<file path="config.mk">
export PLATFORM = sky130hd
export DESIGN_NAME = cpf_cordic_cell
export DESIGN_NICKNAME = d
export VERILOG_FILES = /design/src/sv/cpf_pkg.sv /design/src/sv/cpf_cordic_cell.sv
export SDC_FILE = /design/constraint.sdc
export NUM_CORES = 1
export LEC_CHECK = 0
export BUFFER_PORTS_ARGS = -buffer_cell sky130_fd_sc_hd__buf_2
export CORE_ASPECT_RATIO = 1.2
export CORE_UTILIZATION = 55
export CTS_CLUSTER_DIAMETER = 60
export CTS_CLUSTER_SIZE = 14
export DETAILED_ROUTE_END_ITERATION = 16
export GPL_TIMING_DRIVEN = 0
export PLACE_DENSITY = 0.89
export SYNTH_ARGS = -nofsm -noshare
export SYNTH_HDL_FRONTEND = slang
export SYNTH_SLANG_ARGS = --single-unit
</file>
<file path="constraint.sdc">
create_clock -name clock -period 3.7 [get_ports clock]
set_clock_uncertainty 0.15 [all_clocks]
set_input_delay 0.74 -clock clock [delete_from_list [all_inputs] [get_ports clock]]
set_output_delay 0.74 -clock clock [all_outputs]
set_load 0.02 [all_outputs]
</file>
<file path="src/sv/cpf_pkg.sv">
// Package for the complementary pitch filter: payload structs, register codes,
// CORDIC angle table. No dependencies.
`default_nettype none
package cpf_pkg;
   typedef struct packed {
      logic [31:0]        sample_time_us;
      logic signed [15:0] gyro_rate;
      logic signed [15:0] accel_x;
      logic signed [15:0] accel_z;
      logic               accel_plausible;
   } req_type;

   typedef struct packed {
      logic signed [23:0] filtered_pitch;
      logic signed [23:0] tilt_pitch;
      logic signed [15:0] pitch_rate;
      logic [31:0]        step_us;
      logic               estimate_valid;
      logic               update_ok;
   } rsp_type;

   typedef enum logic [1:0] {
      REG_MIN_STEP = 2'd0, REG_MAX_STEP = 2'd1, REG_WEIGHT = 2'd2, REG_OFFSET = 2'd3
   } reg_index_type;

   // CORDIC vector state handed from cell to cell
   typedef struct packed {
      logic signed [26:0] x;
      logic signed [26:0] y;
      logic signed [29:0] ang;
   } vec_type;

   localparam int TABLE_LEN = 24;
   localparam int TABLE_FRAC = 20;
   // output angle resolution; the gyro datapath widths are sized for this value
   localparam int ANGLE_FRACTION_BITS = 8;

   function automatic logic signed [29:0] atan_entry(input int i);
      logic signed [29:0] t [TABLE_LEN] = '{
         30'sd47185920, 30'sd27855475, 30'sd14718068, 30'sd7471121, 30'sd3750058,
         30'sd1876857, 30'sd938658, 30'sd469357, 30'sd234682, 30'sd117342,
         30'sd58671, 30'sd29335, 30'sd14668, 30'sd7334, 30'sd3667, 30'sd1833,
         30'sd917, 30'sd458, 30'sd229, 30'sd115, 30'sd57, 30'sd29, 30'sd14, 30'sd7};
      return t[i];
   endfunction
endpackage
`default_nettype wire

</file>
<file path="src/sv/cpf_cordic_cell.sv">
// One CORDIC vectoring cell: a fixed micro-rotation with a registered output.
// Depends on cpf_pkg.
`default_nettype none
module cpf_cordic_cell #(
   parameter int STEP = 0
) (
   input  wire logic             clock,
   input  wire cpf_pkg::vec_type vec_in,
   output cpf_pkg::vec_type      vec_out
);
   import cpf_pkg::*;
   vec_type vec_ff, vec_rot_in;

   // rotate toward y = 0; arithmetic shift is floor
   always_comb begin
      vec_rot_in = vec_in;
      if (!vec_in.y[26]) begin
         vec_rot_in.x   = vec_in.x + (vec_in.y >>> STEP);
         vec_rot_in.y   = vec_in.y - (vec_in.x >>> STEP);
         vec_rot_in.ang = vec_in.ang + atan_entry(STEP);
      end else begin
         vec_rot_in.x   = vec_in.x - (vec_in.y >>> STEP);
         vec_rot_in.y   = vec_in.y + (vec_in.x >>> STEP);
         vec_rot_in.ang = vec_in.ang - atan_entry(STEP);
      end
   end

   always_ff @(posedge clock) vec_ff <= vec_rot_in;
   assign vec_out = vec_ff;
endmodule
`default_nettype wire

</file>
### Word-level counts from Yosys, hierarchy flattened

Cells that the tools add are included.

| storage, ports and cells | value |
|---|---|
| flip-flop bits (word level) | 84 |
| input port bits | 85 |
| output and inout bits | 84 |
| logic and storage cells | 9 |

| operators by class | value |
|---|---|
| add/sub/neg operators | 5 |
| muxes and demuxes | 1 |

Operators by type and width:

| cell | number |
|---|---|
| $mux 84 | 1 |
| $sub 27x27->27 | 2 |
| $add 30x27->30 const B | 1 |
| $sub 30x27->30 const B | 1 |
| $add 27x27->27 | 1 |

### Longest topological paths before layout

Gate-level depths: netlist of the first run.

| depth | value |
|---|---|
| depth after elaboration | 2 |
| mapped depth | 12 |
| depth with buffers taken out | 11 |

### Worst setup path after synthesis of the first run

OpenSTA, ideal clock, no wires.

| timing path | value |
|---|---|
| path type | input to register |
| start point | input vec_in[30] (netlist name) |
| end point | register vec_ff, in the netlist vec_out[56] |
| library setup time | 117 ps |
| arrival time | 2909 ps |
| data required time | 3433 ps |
| path slack | 524 ps |
| stages | 11 |
| buffers on the path | 0 |
| cell sequence | ha_1 inv_1 fa_1 o21bai_1 a2111oi_4 nor2_2 o311a_1 a21oi_2 or4_4 a31o_1 xor2_1 |

RTL lines:

| element | RTL line | source |
|---|---|---|
| from (decl) | cpf_cordic_cell.sv:8 | `input wire cpf_pkg::vec_type vec_in,` |
| to (signal assigned) | cpf_cordic_cell.sv:28 | `always_ff @(posedge clock) vec_ff <= vec_rot_in;` |
| to (decl) | cpf_cordic_cell.sv:12 | `vec_type vec_ff, vec_rot_in;` |

==> results.py, run 1 <==
metrics = {
    "status": {
        "status": "finished, final reports clean",
    },
    "critical_path": {
        "critPathArrivalTime_ps": 3600,
        "required_ps": 3820,
        "endpoint_kind": "register",
        "critPathTopFamily": "compound AO/OA/AOI/OAI gates",
        "crit_buf_inv": 2,
        "critical_path.cell_chain": "buf_2 -> ha_1 -> inv_1 -> fa_1 -> o21bai_1 -> a2111oi_4 -> o21ai_2 -> a2bb2oi_1 -> o41ai_2 -> a311o_1 -> o21ai_1 -> xnor2_1",
        "crit_slowest_cell": "o41ai_2",
        "critPathMaxFanout": 5,
        "startpoint_type": "input pin",
        "cp_slowest_stage_delay_ps": 470,
        "path_class": "in2reg",
    },
    "drt": {
        "drc": 0,
        "detail-route-antenna-nets": 0,
        "routed_wl_um": 20200,
        "drt_iter0_markers": 783,
        "routed_via_density": 5.92,
        "vias": 6871,
        "wl_per_cell_um": 17.4,
        "first_pass_iters": 6,
    },
    "die": {
        "die_h_um": 123,
        "dieArea_um2": 12600,
        "core.rowCount": 43,
        "core-area_um2": 11700,
        "dieWidth_um": 102,
        "io_pins": 169,
        "start_util": 0.571,
    },
    "yosys": {
        "syn-num-nets": 1003,
        "netlist_instances": 819,
        "syn_area_um2": 6660,
        "synth_edf_count": 0,
        "synth.avg_cell_area_um2": 8.14,
        "yosys_warnings": 0,
        "synth_cell_types": 75,
        "yosysSeqAreaShare": 0.249,
        "synth_seq_cells": 83,
        "ys.flop_type": "dfxtp_1",
        "synthArstFlopShare": 0,
    },
    "power_and_ir_drop": {
        "pwr-share-clk": 0.269,
        "switching_share": 0.399,
        "p_int_mw": 2.03,
        "power.density_nw_per_um2": 422,
        "seq_power_share": 0.328,
        "ir_drop_uv": 215,
        "p_leak_nw": 3.92,
        "p_sw_mw": 1.35,
        "combPwrFrac": 0.402,
    },
    "timing": {
        "finalWorstSetupSlack_ps": 216,
        "rsz0062_at_grt": "no",
        "max_slew_margin": 0.342,
        "hold_ws_ps": 336,
        "setup_violations": 0,
        "worstMarginPinSlew_ps": 987,
        "slew_viol_final": 0,
        "min_period_over_period": 0.942,
        "period_needed_ps": 3480,
        "fmax_mhz": 287,
        "final-hold-violation-count": 0,
        "setup_tns_ps": 0,
    },
    "clocking": {
        "clkTransAtPathRegs_ps": 80,
        "cts_resized": 0,
        "clockBufferDepth": 2,
        "cts_tree": "yes",
        "clock_sinks": 83,
        "cts_root_buffer": "clkbuf_16",
        "cts_buffers": 9,
        "ctsHoldBuffers": 0,
        "postCtsSetupRepairBufs": 0,
        "cts_max_level": 3,
    },
    "cells_and_area": {
        "diodes": 0,
        "n_fill_cell": 1000,
        "multi_input_area_um2": 4530,
        "nNetsFinal": 1182,
        "final_cell_mix": "buf_2 (182), ha_1 (95), dfxtp_1 (83)",
        "layout-drive-gt1-share": 0.216,
        "syn2layout_area_growth_pct": 20.0,
        "final_common_cell": "buf_2",
        "final_cells": 1160,
        "largest_reg_flops": 83,
        "final_area_um2": 8000,
        "area.sequential_um2": 1660,
    },
    "placement": {
        "io_buffers": 168,
        "dpl.hpwl_um": 16000,
        "place_ws_ps": -58.7,
        "place_inst": 1144,
        "post_dp_cell_area_um2": 7700,
        "place.gp.congestion": 0.981,
    },
    "grt": {
        "grt_usage": 0.316,
        "antenna_found_initial": 0,
        "grt_pass1_wl_um": 30600,
        "overflow": 0,
        "grt_max_degree": 18,
        "first_global_vias": 6370,
    },
    "min_path": {
        "hold_path_class": "in2reg",
    },
    "flow_run": {
        "cap_viol_max_count": 0,
    },
}
-- power by group through the flow --
stage | clock network [mW] | registers [mW] | logic [mW]
after floorplan | 0 | 1.35 | 0.664
after detailed placement | 0 | 1.13 | 1.32
after global placement | 0 | 1.12 | 1.31
after CTS | 0.910 | 1.11 | 1.33
final | 0.909 | 1.11 | 1.36
after global routing | 0.946 | 1.12 | 1.45
-- final timing paths --
| path | slack (ps) | start | cells after the start | to |
|---|---|---|---|---|
| worst max-delay path | 220 | vec_in[30] | 12 | vec_out[77] |
| worst min-delay path | 340 | vec_in[7] | 1 | vec_out[7] |
-- cell usage after synthesis, types with 5 or more instances --
cell type | n | area [um^2]
ha_1 | 95 | 1190
dfxtp_1 | 83 | 1660
inv_1 | 80 | 300
a21oi_1 | 79 | 395
nor2_1 | 55 | 206
nand2_1 | 53 | 199
o21ai_0 | 49 | 245
xnor2_1 | 48 | 420
nor3_1 | 19 | 95.1
a21o_1 | 18 | 135
buf_2 | 14 | 70.1
o21bai_1 | 14 | 105
clkbuf_1 | 13 | 48.8
o21a_1 | 13 | 97.6
mux2i_1 | 12 | 120
nor2b_1 | 12 | 75.1
xor2_1 | 11 | 96.3
nand3_1 | 8 | 40.0
o211ai_1 | 7 | 52.6
o31ai_1 | 7 | 52.6
a31oi_1 | 6 | 37.5
and2_1 | 6 | 37.5
a211oi_1 | 5 | 37.5
a41oi_1 | 5 | 43.8
buf_1 | 5 | 18.8
o31a_1 | 5 | 43.8
-- through the flow --
stage / util / total power, mW
2_1_floorplan: - / 2.01
3_3_place_gp: 0.660 / 2.43
3_5_place_dp: 0.660 / 2.45
4_1_cts: 0.685 / 3.35
5_1_grt: 0.685 / 3.52
6_report: 0.685 / 3.37
-- layout make-up --
class,instances,share of cell area
Inverter,85,0.0399
Buffer,34,0.0196
Clock buffer,9,0.0282
Sequential cell,83,0.208
Multi-Input combinational cell,617,0.566
Tap cell,157,0.0246
Timing Repair Buffer,168,0.105
Clock inverter,7,0.00892
-- cell families (layout without fill, tap and decap cells) --
logic type,count (synthesis),after routing,synth area share
AOI/OAI and AO/OA,262,262,0.262
and+or+nand+nor,185,185,0.132
buffers and inverters,119,303,0.0714
adders and majority gates,99,99,0.190
DFF,83,83,0.249
xor gates and xnor gates,59,59,0.0776
muxes,12,12,0.0180
-- routing by layer --
metal,part of all wire,global-route usage,up-vias
met2,0.46,0.536,465
met4,0.041,0.151,0
met5,0,0,-
met3,0.10,0.0490,81
li1,-,-,3214
met1,0.39,0.387,3111
Note: power is estimated with default switching activity, not from simulation.
==> inputs of run 2 (changes only) <==
--- a/config.mk
+++ b/config.mk
@@ -7,12 +7,12 @@
 export LEC_CHECK = 0
 export BUFFER_PORTS_ARGS = -buffer_cell sky130_fd_sc_hd__buf_2
 export CORE_ASPECT_RATIO = 1.2
-export CORE_UTILIZATION = 55
+export CORE_UTILIZATION = 59
 export CTS_CLUSTER_DIAMETER = 60
 export CTS_CLUSTER_SIZE = 14
 export DETAILED_ROUTE_END_ITERATION = 16
 export GPL_TIMING_DRIVEN = 0
-export PLACE_DENSITY = 0.89
+export PLACE_DENSITY = 0.94
 export SYNTH_ARGS = -nofsm -noshare
 export SYNTH_HDL_FRONTEND = slang
 export SYNTH_SLANG_ARGS = --single-unit
==> constraint.sdc (replaced) <==
create_clock -name clock -period 4.1 [get_ports clock]
set_clock_uncertainty 0.15 [all_clocks]
set_input_delay 0.82 -clock clock [delete_from_list [all_inputs] [get_ports clock]]
set_output_delay 0.82 -clock clock [all_outputs]
set_load 0.02 [all_outputs]
==> run 2 against run 1 <==
Effect of this change:
- via count is 0.17% higher
- largest power group unchanged
- cell area shrank 0.38%
- clock power decreased by 11%
==> results.py, run 2 (synthesis gave the netlist of run 1 again) <==
metrics = {
    "status": {
        "status": "finished, final reports clean",
    },
    "timing": {
        "final-hold-violation-count": 0,
        "max_slew_margin": 0.375,
        "fmax_mhz": 269,
        "rsz0062_at_grt": "no",
        "setup_tns_ps": 0,
        "setup_violations": 0,
        "min_period_over_period": 0.906,
        "period_needed_ps": 3710,
        "worstMarginPinSlew_ps": 938,
        "slew_viol_final": 0,
    },
    "cells_and_area": {
        "diodes": 0,
        "final_common_cell": "buf_2",
        "largest_reg_flops": 83,
        "area.sequential_um2": 1660,
        "syn2layout_area_growth_pct": 19.6,
        "final_area_um2": 7970,
        "layout-drive-gt1-share": 0.216,
        "final_cell_mix": "buf_2 (182), ha_1 (95), dfxtp_1 (83)",
        "multi_input_area_um2": 4530,
        "nNetsFinal": 1182,
        "n_fill_cell": 906,
    },
    "placement": {
        "place.gp.congestion": 0.988,
        "post_dp_cell_area_um2": 7670,
        "io_buffers": 168,
        "dpl.hpwl_um": 16700,
    },
    "power_and_ir_drop": {
        "p_int_mw": 1.83,
        "switching_share": 0.400,
        "seq_power_share": 0.328,
        "p_sw_mw": 1.22,
        "ir_drop_uv": 247,
        "combPwrFrac": 0.406,
        "p_leak_nw": 3.91,
        "power.density_nw_per_um2": 383,
        "pwr-share-clk": 0.265,
    },
    "drt": {
        "detail-route-antenna-nets": 0,
        "first_pass_iters": 5,
        "drt_iter0_markers": 771,
        "drc": 0,
        "vias": 6883,
        "routed_via_density": 6.06,
        "wl_per_cell_um": 18.9,
        "routed_wl_um": 21400,
    },
    "min_path": {
        "hold_path_class": "in2reg",
        "holdPathStages": 1,
    },
    "grt": {
        "antenna_found_initial": 0,
        "grt_pass1_wl_um": 33300,
        "grt_max_degree": 18,
        "grt_usage": 0.366,
        "overflow": 0,
        "first_global_vias": 6514,
    },
    "die": {
        "die_h_um": 118,
        "core.rowCount": 42,
        "core-area_um2": 11000,
        "io_pins": 169,
        "dieArea_um2": 11700,
        "dieWidth_um": 99.0,
        "start_util": 0.604,
    },
    "clocking": {
        "clock_sinks": 83,
        "cts_resized": 0,
        "clockBufferDepth": 2,
        "clkTransAtPathRegs_ps": 70,
        "cts_buffers": 9,
        "cts_tree": "yes",
        "postCtsSetupRepairBufs": 0,
        "ctsHoldBuffers": 0,
        "cts_root_buffer": "clkbuf_16",
        "cts_max_level": 3,
    },
    "critical_path": {
        "required_ps": 4180,
        "critPathMaxFanout": 5,
        "critPathArrivalTime_ps": 3790,
        "endpoint_kind": "register",
        "startpoint_type": "input pin",
        "path_class": "in2reg",
    },
    "flow_run": {
        "cap_viol_max_count": 0,
    },
}
-- run 2: area by class of cell --
type | instances | share of cell area
sequential | 83 | 0.209
inverter | 85 | 0.0401
multi-input combinational | 617 | 0.568
clock inverter | 7 | 0.00911
buffer | 34 | 0.0196
clock buffer | 9 | 0.0283
tap | 132 | 0.0207
timing repair buffer | 168 | 0.106
-- run 2: metrics by stage --
| stage | util | instances | setup slack (ps) | power [mW] | hold WS [ps] |
|---|---|---|---|---|---|
| 3_3_place_gp | 0.695 | 1119 | 96.7 | 2.20 | 772 |
| 3_5_place_dp | 0.695 | 1119 | 102 | 2.22 | 774 |
| 5_1_grt | 0.722 | 1135 | 216 | 3.18 | 415 |
| 2_1_floorplan | - | 819 | 844 | 1.82 | 698 |
| 4_1_cts | 0.722 | 1135 | 448 | 3.02 | 427 |
| 6_report | 0.722 | 1135 | 386 | 3.05 | 423 |
-- run 2: critical path, stage by stage --
cell and delay (ps):
buf_2 120, ha_1 180, inv_1 50, fa_1 410
o21bai_1 390, a2111oi_4 170, o21ai_2 300, a2bb2oi_1 140
o41ai_2 560, a31oi_1 250, o21ba_2 260, xnor2_1 130
-- run 2: path summary, 6_finish.rpt --
check	start	endpoint	slack, ps
setup / recovery	vec_in[30]	vec_out[54]	390
hold / removal	vec_in[17]	vec_out[17]	420
-- run 2: per-layer routing --
layer	track usage	wire length, um	up-vias
li1	-	-	3208
met1	0.458	8690	3172
met2	0.616	10100	429
met3	0.0532	1750	74
met4	0.168	902	0
met5	0	0	-
-- run 2: power groups by stage --
stage	Clock, mW	Combinational [mW]	Sequential, mW
3_5_place_dp	0	1.20	1.02
6_report	0.810	1.24	1.00
4_1_cts	0.805	1.22	1.00
2_1_floorplan	0	0.599	1.22
5_1_grt	0.847	1.32	1.01
3_3_place_gp	0	1.19	1.02
==> inputs of run 3 (changes only) <==
--- a/config.mk
+++ b/config.mk
@@ -6,13 +6,15 @@
 export NUM_CORES = 1
 export LEC_CHECK = 0
 export BUFFER_PORTS_ARGS = -buffer_cell sky130_fd_sc_hd__buf_2
+export CELL_PAD_IN_SITES_DETAIL_PLACEMENT = 1
+export CELL_PAD_IN_SITES_GLOBAL_PLACEMENT = 2
 export CORE_ASPECT_RATIO = 1.2
-export CORE_UTILIZATION = 59
+export CORE_UTILIZATION = 34
 export CTS_CLUSTER_DIAMETER = 60
 export CTS_CLUSTER_SIZE = 14
 export DETAILED_ROUTE_END_ITERATION = 16
 export GPL_TIMING_DRIVEN = 0
-export PLACE_DENSITY = 0.94
+export PLACE_DENSITY = 0.95
 export SYNTH_ARGS = -nofsm -noshare
 export SYNTH_HDL_FRONTEND = slang
 export SYNTH_SLANG_ARGS = --single-unit
==> run 3 against run 2 <==
Effect of this change:
- routed wire length grew 12%
- critical path depth is the same
- fmax is 3.3% lower
- critical path type unchanged
- utilization fell by 29 points
- clock-buffer cell count stayed put
- first-iteration DRC count is 55% lower
- die area is 72% higher
- clock power rose by 7.9%
- highest routed layer unchanged
- cell count up 11%
- combinational power is essentially flat
- cell area is 2.1% higher
- sequential share of layout area down 0.43 points
==> results.py, run 3 (synthesis gave the netlist of run 1 again) <==
metrics = {
    "drt": {
        "routed_wl_um": 24100,
        "routed_via_density": 5.32,
        "drt_iter0_markers": 349,
        "drc": 0,
        "vias": 6695,
        "first_pass_iters": 5,
        "wl_per_cell_um": 19.1,
        "detail-route-antenna-nets": 0,
    },
    "clocking": {
        "cts_max_level": 3,
        "clockBufferDepth": 2,
        "cts_resized": 0,
        "cts_tree": "yes",
        "postCtsSetupRepairBufs": 0,
        "clkTransAtPathRegs_ps": 70,
        "clock_sinks": 83,
        "ctsHoldBuffers": 0,
        "cts_buffers": 9,
        "cts_root_buffer": "clkbuf_16",
    },
    "die": {
        "die_h_um": 155,
        "start_util": 0.351,
        "core-area_um2": 19000,
        "core.rowCount": 55,
        "dieWidth_um": 130,
        "io_pins": 169,
        "dieArea_um2": 20200,
    },
    "grt": {
        "grt_max_degree": 17,
        "first_global_vias": 6884,
        "grt_usage": 0.238,
        "grt_pass1_wl_um": 36800,
        "overflow": 0,
        "antenna_found_initial": 0,
    },
    "cells_and_area": {
        "layout-drive-gt1-share": 0.216,
        "nNetsFinal": 1182,
        "final_cell_mix": "buf_2 (182), ha_1 (95), dfxtp_1 (83)",
        "final_cells": 1259,
        "diodes": 0,
        "final_common_cell": "buf_2",
        "largest_reg_flops": 83,
        "syn2layout_area_growth_pct": 22.1,
    },
    "timing": {
        "max_slew_margin": 0.265,
        "final-hold-violation-count": 0,
        "slew_viol_final": 0,
        "min_period_over_period": 0.937,
        "period_needed_ps": 3840,
        "fmax_mhz": 260,
        "worstMarginPinSlew_ps": 1090,
        "rsz0062_at_grt": "no",
        "setup_violations": 0,
    },
    "critical_path": {
        "startpoint_type": "input pin",
        "critPathMaxFanout": 3,
        "path_class": "in2reg",
        "required_ps": 4180,
        "endpoint_kind": "register",
        "critPathArrivalTime_ps": 3920,
    },
    "power_and_ir_drop": {
        "p_int_mw": 1.89,
        "p_sw_mw": 1.25,
        "power.total_mw": 3.13,
        "p_leak_nw": 3.92,
        "power.density_nw_per_um2": 385,
        "pwr-share-clk": 0.279,
        "seq_power_share": 0.320,
        "combPwrFrac": 0.401,
        "switching_share": 0.398,
        "ir_drop_uv": 214,
    },
    "placement": {
        "place_inst": 1243,
        "dpl.hpwl_um": 19500,
        "io_buffers": 168,
        "place.gp.congestion": 0.933,
    },
    "flow_run": {
        "cap_viol_max_count": 0,
    },
    "status": {
        "status": "finished, final reports clean",
    },
    "min_path": {
        "hold_path_class": "in2reg",
    },
}
-- run 3: routing by layer --
| metal | part of all wire | up-vias | track usage |
|---|---|---|---|
| met2 | 0.50 | 246 | 0.431 |
| met1 | 0.42 | 3210 | 0.280 |
| li1 | - | 3205 | - |
| met4 | 0.022 | 0 | 0.0709 |
| met5 | 0 | - | 0 |
| met3 | 0.065 | 34 | 0.0437 |
-- run 3: power groups by stage --
stage               registers [mW]  clock network (mW)  logic (mW)
floorplan                     1.22                   0       0.599
global placement              1.01                   0        1.22
detailed placement            1.02                   0        1.24
CTS                           1.00               0.898        1.25
global route                  1.02               0.920        1.35
finish                        1.00               0.874        1.26
-- run 3: through the flow --
stage               TNS [ps]  instance area (um^2)  utilization  setup slack [ps]  hold WS [ps]
floorplan                  0                  6660            -               844           698
global placement       -31.9                  7820        0.412             -31.9           772
detailed placement         0                  7820        0.412              32.8           775
CTS                        0                  8130        0.428               383           406
global route               0                  8130        0.428               204           405
finish                     0                  8130        0.428               258           420
-- run 3: layout make-up --
type / count / area (um^2)
fill: 2412 / 10900
multi-input combinational: 617 / 4530
sequential: 83 / 1660
timing repair buffer: 168 / 841
tap: 256 / 320
inverter: 85 / 319
clock buffer: 9 / 225
buffer: 34 / 156
clock inverter: 7 / 83.8
-- run 3: worst paths after layout --
| kind | start | end | cells after the start |
|---|---|---|---|
| max | vec_in[57] | vec_out[81] | 12 |
| min | vec_in[11] | vec_out[11] | 1 |
-- run 3: critical path, stage by stage --
cell	delay [ps]
buf_2	110
inv_1	50
ha_1	220
fa_1	410
nor2b_1	230
o31a_1	180
o21ai_1	140
o41ai_1	900
a41o_1	340
nor2b_1	200
o22ai_1	120
xnor2_1	190
